**src/rtl/ftc_pkg.sv**
```systemverilog
`default_nettype none
package ftc_pkg;

    localparam int unsigned DEF_FLOW_SLOTS = 64;
    localparam logic [63:0] DEF_IDLE_TIMEOUT = 64'd60000000000;
    localparam int unsigned QUEUE_DEPTH = 2;
    localparam int unsigned QPTR_W = 1;
    localparam int unsigned IN_TDATA_W = 264;
    localparam int unsigned OUT_TDATA_W = 152;

    typedef enum logic [1:0] {
        REQ_PACKET   = 2'd0,
        REQ_SNAPSHOT = 2'd1,
        REQ_SWEEP    = 2'd2,
        REQ_UNUSED   = 2'd3
    } req_t;

    typedef enum logic [1:0] {
        ST_UPDATED = 2'd0,
        ST_NEW     = 2'd1,
        ST_FULL    = 2'd2,
        ST_SWEEP   = 2'd3
    } status_t;

    typedef enum logic [1:0] {
        ENG_CLEAR,
        ENG_IDLE,
        ENG_SCAN,
        ENG_UPDATE
    } eng_state_t;

    // classified request as it waits in the queue
    typedef struct packed {
        req_t        req;
        logic [63:0] addr;
        logic [39:0] ppr;
        logic [31:0] byte_count;
        logic [31:0] rx_level;
        logic [31:0] tx_level;
        logic [63:0] now_ns;
        logic        mcast;
    } ftc_item_t;

    typedef struct packed {
        logic        valid;
        logic [63:0] addr;
        logic [39:0] ppr;
        logic [63:0] byte_total;
        logic [31:0] packet_total;
        logic [63:0] last_time;
        logic [31:0] prev_rx;
        logic [31:0] prev_tx;
    } ftc_entry_t;

    typedef struct packed {
        status_t     status;
        logic [5:0]  slot_index;
        logic        event_valid;
        logic [32:0] event_bytes;
        logic        mcast;
        logic [63:0] total_bytes;
        logic [31:0] total_packets;
        logic [6:0]  aged_count;
        logic [6:0]  flow_count;
    } ftc_result_t;

endpackage
`default_nettype wire

```
**src/rtl/ftc_front.sv**
```systemverilog
`default_nettype none
module ftc_front (
    input  wire                              clk,
    input  wire                              rst_n,
    input  wire                              s_tvalid,
    output logic                             s_tready,
    input  wire  [ftc_pkg::IN_TDATA_W-1:0]   s_tdata,
    input  wire  [1:0]                       s_tuser,
    output ftc_pkg::ftc_item_t               q_item,
    output logic                             q_valid,
    input  wire                              q_pop
);
    import ftc_pkg::*;

    ftc_item_t             mem_reg [QUEUE_DEPTH];
    logic [QPTR_W-1:0]     wr_ptr_reg, wr_ptr_next;
    logic [QPTR_W-1:0]     rd_ptr_reg, rd_ptr_next;
    logic [QPTR_W:0]       count_reg, count_next;
    ftc_item_t             item;
    logic                  push;
    logic                  pop;

    always_comb
    begin
        item.req          = req_t'(s_tuser);
        item.addr         = {s_tdata[31:0], s_tdata[63:32]};
        item.ppr          = {s_tdata[79:64], s_tdata[95:80], s_tdata[103:96]};
        item.byte_count   = s_tdata[135:104];
        item.rx_level     = s_tdata[167:136];
        item.tx_level     = s_tdata[199:168];
        item.now_ns       = s_tdata[263:200];
        item.mcast        = (s_tdata[63:60] == 4'hE);
    end

    assign s_tready = (count_reg != (QPTR_W+1)'(QUEUE_DEPTH));
    // drop the unused request code at the door
    assign push = s_tvalid && s_tready && (item.req != REQ_UNUSED);
    assign pop  = q_pop && q_valid;
    assign q_valid = (count_reg != '0);
    assign q_item  = mem_reg[rd_ptr_reg];

    always_comb
    begin
        wr_ptr_next = push ? wr_ptr_reg + 1'b1 : wr_ptr_reg;
        rd_ptr_next = pop ? rd_ptr_reg + 1'b1 : rd_ptr_reg;
        count_next  = count_reg + (QPTR_W+1)'(push) - (QPTR_W+1)'(pop);
    end

    always_ff @(posedge clk or negedge rst_n)
    begin
        if (!rst_n)
        begin
            wr_ptr_reg <= '0;
            rd_ptr_reg <= '0;
            count_reg  <= '0;
        end
        else
        begin
            wr_ptr_reg <= wr_ptr_next;
            rd_ptr_reg <= rd_ptr_next;
            count_reg  <= count_next;
        end
    end

    always_ff @(posedge clk)
    begin
        if (push)
        begin
            mem_reg[wr_ptr_reg] <= item;
        end
    end

endmodule
`default_nettype wire

```
**config.mk**
```make
export PLATFORM = sky130hd
export DESIGN_NAME = ftc_front
export DESIGN_NICKNAME = d
export VERILOG_FILES = /design/src/rtl/ftc_pkg.sv /design/src/rtl/ftc_front.sv
export SDC_FILE = /design/constraint.sdc
export NUM_CORES = 1
export LEC_CHECK = 0
export CAP_MARGIN = 30
export CORE_AREA = 2 2 211 213
export CTS_CLUSTER_DIAMETER = 30
export CTS_CLUSTER_SIZE = 40
export DETAILED_ROUTE_END_ITERATION = 10
export DIE_AREA = 0 0 213 215
export DONT_BUFFER_PORTS = 1
export SLEW_MARGIN = 20
export SYNTH_ARGS = -nofsm -noshare
export SYNTH_HDL_FRONTEND = slang
export SYNTH_SLANG_ARGS = --single-unit
```
**constraint.sdc**
```tcl
create_clock -name clk -period 15 [get_ports clk]
set_input_delay 4.5 -clock clk [delete_from_list [all_inputs] [get_ports clk]]
set_output_delay 4.5 -clock clk [all_outputs]
set_load 0.02 [all_outputs]
```
After elaboration in Yosys (flattened, before gate mapping)
Memory sizes are Yosys's and may differ from the RTL's.
Cells that the tools add are included.

word-level totals
  register bits after elaboration = 4
  bits in writable memories = 534
  output and inout bits = 269
  memories = 1

memories
  memory   depth  width  read ports  clocked after memory_dff  write ports  line             RTL
  mem_reg  2      267    1           0                         1            ftc_front.sv:15  ftc_item_t mem_reg [QUEUE_DEPTH];

cells by class
  add/sub/neg operators = 4
  equal/unequal tests = 3
  muxes and demuxes = 2
  reduce and logical (&&, ||, !) cells = 4

operator list
  cell                                        number
  equality test 4 bit, second input constant  1
  != test 2 bit, second input constant        2
  logical AND 1 bit                           3
  adder 1 bit, second input constant          2
  adder 2 x 1 -> 2 bit                        1
  two-way mux 1 bit                           2
  nonzero test 2 bit                          1
  subtractor 2 x 1 -> 2 bit                   1

Depth between registers and ports, before layout
  word-level depth = 5
  gate-level depth with buffers = 6
  depth with buffers taken out = 6

Least setup slack after synthesis
No wires, ideal clock.

  path kind = input to register
  from = in s_tvalid
  to = mem mem_reg[0][0] (netlist bit), enable pin
  library setup time = 0.900 ns
  arrival = 15.882 ns
  data required time = 14.100 ns
  setup slack = -1.782 ns
  stages = 3
  path through = a21boi_2 nand2_1 nor2_1

between the ends
  longest elaborated chain between the ends = 4

ends and longest elaborated chain
  item                                     line             RTL
  from (decl)                              ftc_front.sv:5   input wire s_tvalid,
  logical AND 1 bit (2 in series)          ftc_front.sv:37  assign push = s_tvalid && s_tready && (item.req != REQ_UNUSED);
  two-way mux 1 bit                        ftc_front.sv:67  if (push)
  two-way mux 1 bit (implied by the code)  ftc_front.sv:69  mem_reg[wr_ptr_reg] <= item;
  to (decl)                                ftc_front.sv:15

Every way passes these cells.

==> impl_results.rst <==
.. list-table::
   :header-rows: 1

   * - Metric
     - Value
   * - Violation count after the first detailed-routing iteration
     - 595
   * - Slew Viols, Final
     - 0
   * - Synthesized netlist cell count
     - 856
   * - Overall die area
     - 45800 µm²
   * - Met1 GRT Util
     - 17.1%
   * - Die boundary width
     - 213 µm
   * - Routability Congestion
     - 0.862
   * - Area leader, netlist
     - sky130_fd_sc_hd__edfxtp_1
   * - Top-Level Pins
     - 539
   * - Maximum buffer depth of the clock tree
     - 3
   * - Number of synthesized register bits
     - 538
   * - DR vias
     - 8386
   * - Hold Violations, Final
     - 0
   * - Worst Setup Path Type
     - register to output pin
   * - Drt pass-1 iters
     - 6
   * - Post-route ant nets
     - 0
   * - Total wire length
     - 42800 µm
   * - DIE HEIGHT
     - 215 µm
   * - Met3 routing resource usage after global routing
     - 12.7%
   * - Clock transition at the register clock pins on the worst setup and hold paths after CTS
     - 0.04 ns
   * - Setup repair after global routing missed its margin
     - no
   * - Arr. time, crit path
     - 3.66 ns
   * - Routed len/inst
     - 26.5 µm
   * - CTS tree
     - built
   * - Most Used Layer, Global Route
     - met2
   * - Share of post-route cells with drive strength above 1
     - 43.7%
   * - Worst-case headroom to the max-slew limit
     - 36.5%
   * - Part of the Yosys area used for sequential elements
     - 79.3%
   * - Share of Yosys cell area claimed by the top area cell type
     - 78.8%
   * - Number of I/O port buffers
     - 0
   * - Final Net Count
     - 1212
   * - Setup clock skew after layout
     - 0.0113 ns
   * - Antenna diode count
     - 0
   * - Type of the worst min-delay path
     - register to register
   * - Largest register FFs
     - 534
   * - Starting utilization of the core area
     - 46.6%
   * - Data required time of the critical path
     - 10.50 ns
   * - Number of hold buffers added after cts
     - 0
   * - Floorplan row count
     - 77
   * - Residual overflow from global routing
     - 0
   * - Run status
     - finished, final reports clean
   * - Post-CTS Setup Inserts
     - 0
   * - Clock network latency to the later pin of the worst-skew pair
     - 0.61 ns
   * - CTS-repair resized insts
     - 0
   * - Core outline area
     - 43600 µm²
   * - Smallest hold slack
     - 0.599 ns
   * - Critical Path Sink Type
     - output pin
   * - Post-layout minimum cycle time
     - 8.16 ns
   * - Final TNS setup
     - 0 ns
   * - GR Util met2
     - 30.1%
   * - Global-route usage over all layers
     - 18.3%
   * - First-pass GRT wire length
     - 59000 µm
   * - Worst vdd rail ir drop
     - 186 µV
   * - Worst-margin pin slew
     - 0.953 ns
   * - Count of unique library cells instantiated by Yosys
     - 22
   * - Ratio of routed vias to standard cells
     - 5.20
   * - Leading cell type in the layout, fill and taps excluded
     - sky130_fd_sc_hd__edfxtp_1
   * - Area of the mapped netlist
     - 20300 µm²
   * - Antenna violations before repair
     - 0
   * - Remaining DRCs
     - 0
   * - Synthesized area per cell
     - 23.8 µm²
   * - Total of fill cells in the finished design
     - 3200
   * - Startpoint type of the worst setup path
     - register
   * - Maximum number of pins on one net before global-route repair
     - 75
   * - Syn nets
     - 1127
   * - Largest fanout on the critical path
     - 46
   * - Number of buffers added by the clock tree synthesis step
     - 97
   * - Library cell used as clock root buffer
     - sky130_fd_sc_hd__clkbuf_16
   * - Yosys warning total
     - 0
   * - Part of the cycle the worst path needs
     - 54.4%
   * - Max-cap violations
     - 0
   * - Total of endpoints with negative setup slack in the final report
     - 0
   * - Most used cells in the layout excluding fill and tap cells
     - sky130_fd_sc_hd__edfxtp_1 (534), sky130_fd_sc_hd__mux2_4 (201), sky130_fd_sc_hd__clkbuf_16 (97), sky130_fd_sc_hd__mux2_2 (66), sky130_fd_sc_hd__clkinv_2 (15)
   * - Area added between synthesis and finish
     - 19.4%
   * - Area contributors post-synth
     - sky130_fd_sc_hd__edfxtp_1 (79%), sky130_fd_sc_hd__mux2_4 (15%), sky130_fd_sc_hd__mux2_2 (3.7%)
   * - Clock sink total
     - 538
   * - DPL Wire Length
     - 29200 µm
   * - Maximum operating frequency
     - 123 MHz
   * - H-tree level count
     - 3
   * - Number of global-route vias before repair
     - 8758
   * - Areal power density over the cells
     - 232 nW/µm²
   * - Leakage power
     - 8.64 nW
-- critical path, stage by stage, from the launching register on --
cell and delay (ns):
sky130_fd_sc_hd__dfrtp_4 0.72, sky130_fd_sc_hd__buf_12 0.30, sky130_fd_sc_hd__buf_4 0.75, sky130_fd_sc_hd__buf_4 0.77, sky130_fd_sc_hd__mux2_4 0.40
-- final timing paths --
kind / startpoint / endpoint / slack [ns] / depth (start not counted)
setup reg to reg: count_reg[0]$_DFF_PN0_ / mem_reg[1][79]$_DFFE_PP_ / 11.47 / 5
hold reg to reg: wr_ptr_reg$_DFFE_PN0P_ / wr_ptr_reg$_DFFE_PN0P_ / 0.60 / 1
min in group asynchronous: rst_n / rd_ptr_reg$_DFFE_PN0P_ / 3.58 / 0
hold / removal: wr_ptr_reg$_DFFE_PN0P_ / wr_ptr_reg$_DFFE_PN0P_ / 0.60 / 1
max in group asynchronous: rst_n / rd_ptr_reg$_DFFE_PN0P_ / 11.34 / 0
setup / recovery: rd_ptr_reg$_DFFE_PN0P_ / q_item[77] / 6.84 / 4
-- report_power, final --
group	total, mW	internal (mW)	switching, mW
clock	2.15	1.43	0.722
sequential	2.06	1.97	0.0861
combinational	1.43	0.531	0.901
-- through the flow --
stage	area, µm²	power (mW)	setup WS (ns)	utilization [%]	cells
final	24300	5.65	6.84	55.7	1614
after CTS	24200	5.69	6.38	55.4	1609
after detailed placement	20900	3.52	7.06	47.8	1429
after global routing	24300	5.85	6.66	55.7	1614
after floorplan	20300	3.39	2.74	-	856
after global placement	20900	3.51	7.11	47.8	1429
-- final cells by class --
cell class	count	area, µm²	area share [%]
timing repair buffer	16	205	0.844
clock inverter	74	846	3.48
clock buffer	106	2460	10.1
tap	592	741	3.05
sequential	538	16100	66.4
multi-input combinational	288	3910	16.1
-- Yosys cell counts (all sizes together) --
| cell type | n |
|---|---|
| a211oi | 1 |
| a21boi | 1 |
| a21oi | 2 |
| and3 | 1 |
| and4b | 1 |
| buf | 30 |
| dfrtp | 4 |
| edfxtp | 534 |
| ha | 1 |
| mux2 | 267 |
| nand2 | 3 |
| nand2b | 1 |
| nand3 | 1 |
| nor2 | 2 |
| nor2b | 1 |
| nor3 | 1 |
| o21ai | 1 |
| or2 | 1 |
| xnor2 | 2 |
| xor2 | 1 |
-- routing by layer --
metal,up-vias,share of wire [%]
met2,467,50
met4,0,3.3
met1,4196,31
li1,3644,-
met5,-,0
met3,79,16
-- logic make-up after synthesis --
logic type               count (synthesis)  share of synthesized area, %
flip-flops                             538                          79.3
multiplexers                           267                          18.5
buffers and inverters                   30                          1.54
AND/OR/NAND/NOR                         12                         0.314
AO/OA/AOI/OAI                            5                         0.166
XOR/XNOR                                 3                         0.129
adder cells (fa/ha/maj)                  1                        0.0615
No activity file was read; power rests on OpenSTA's default activity.
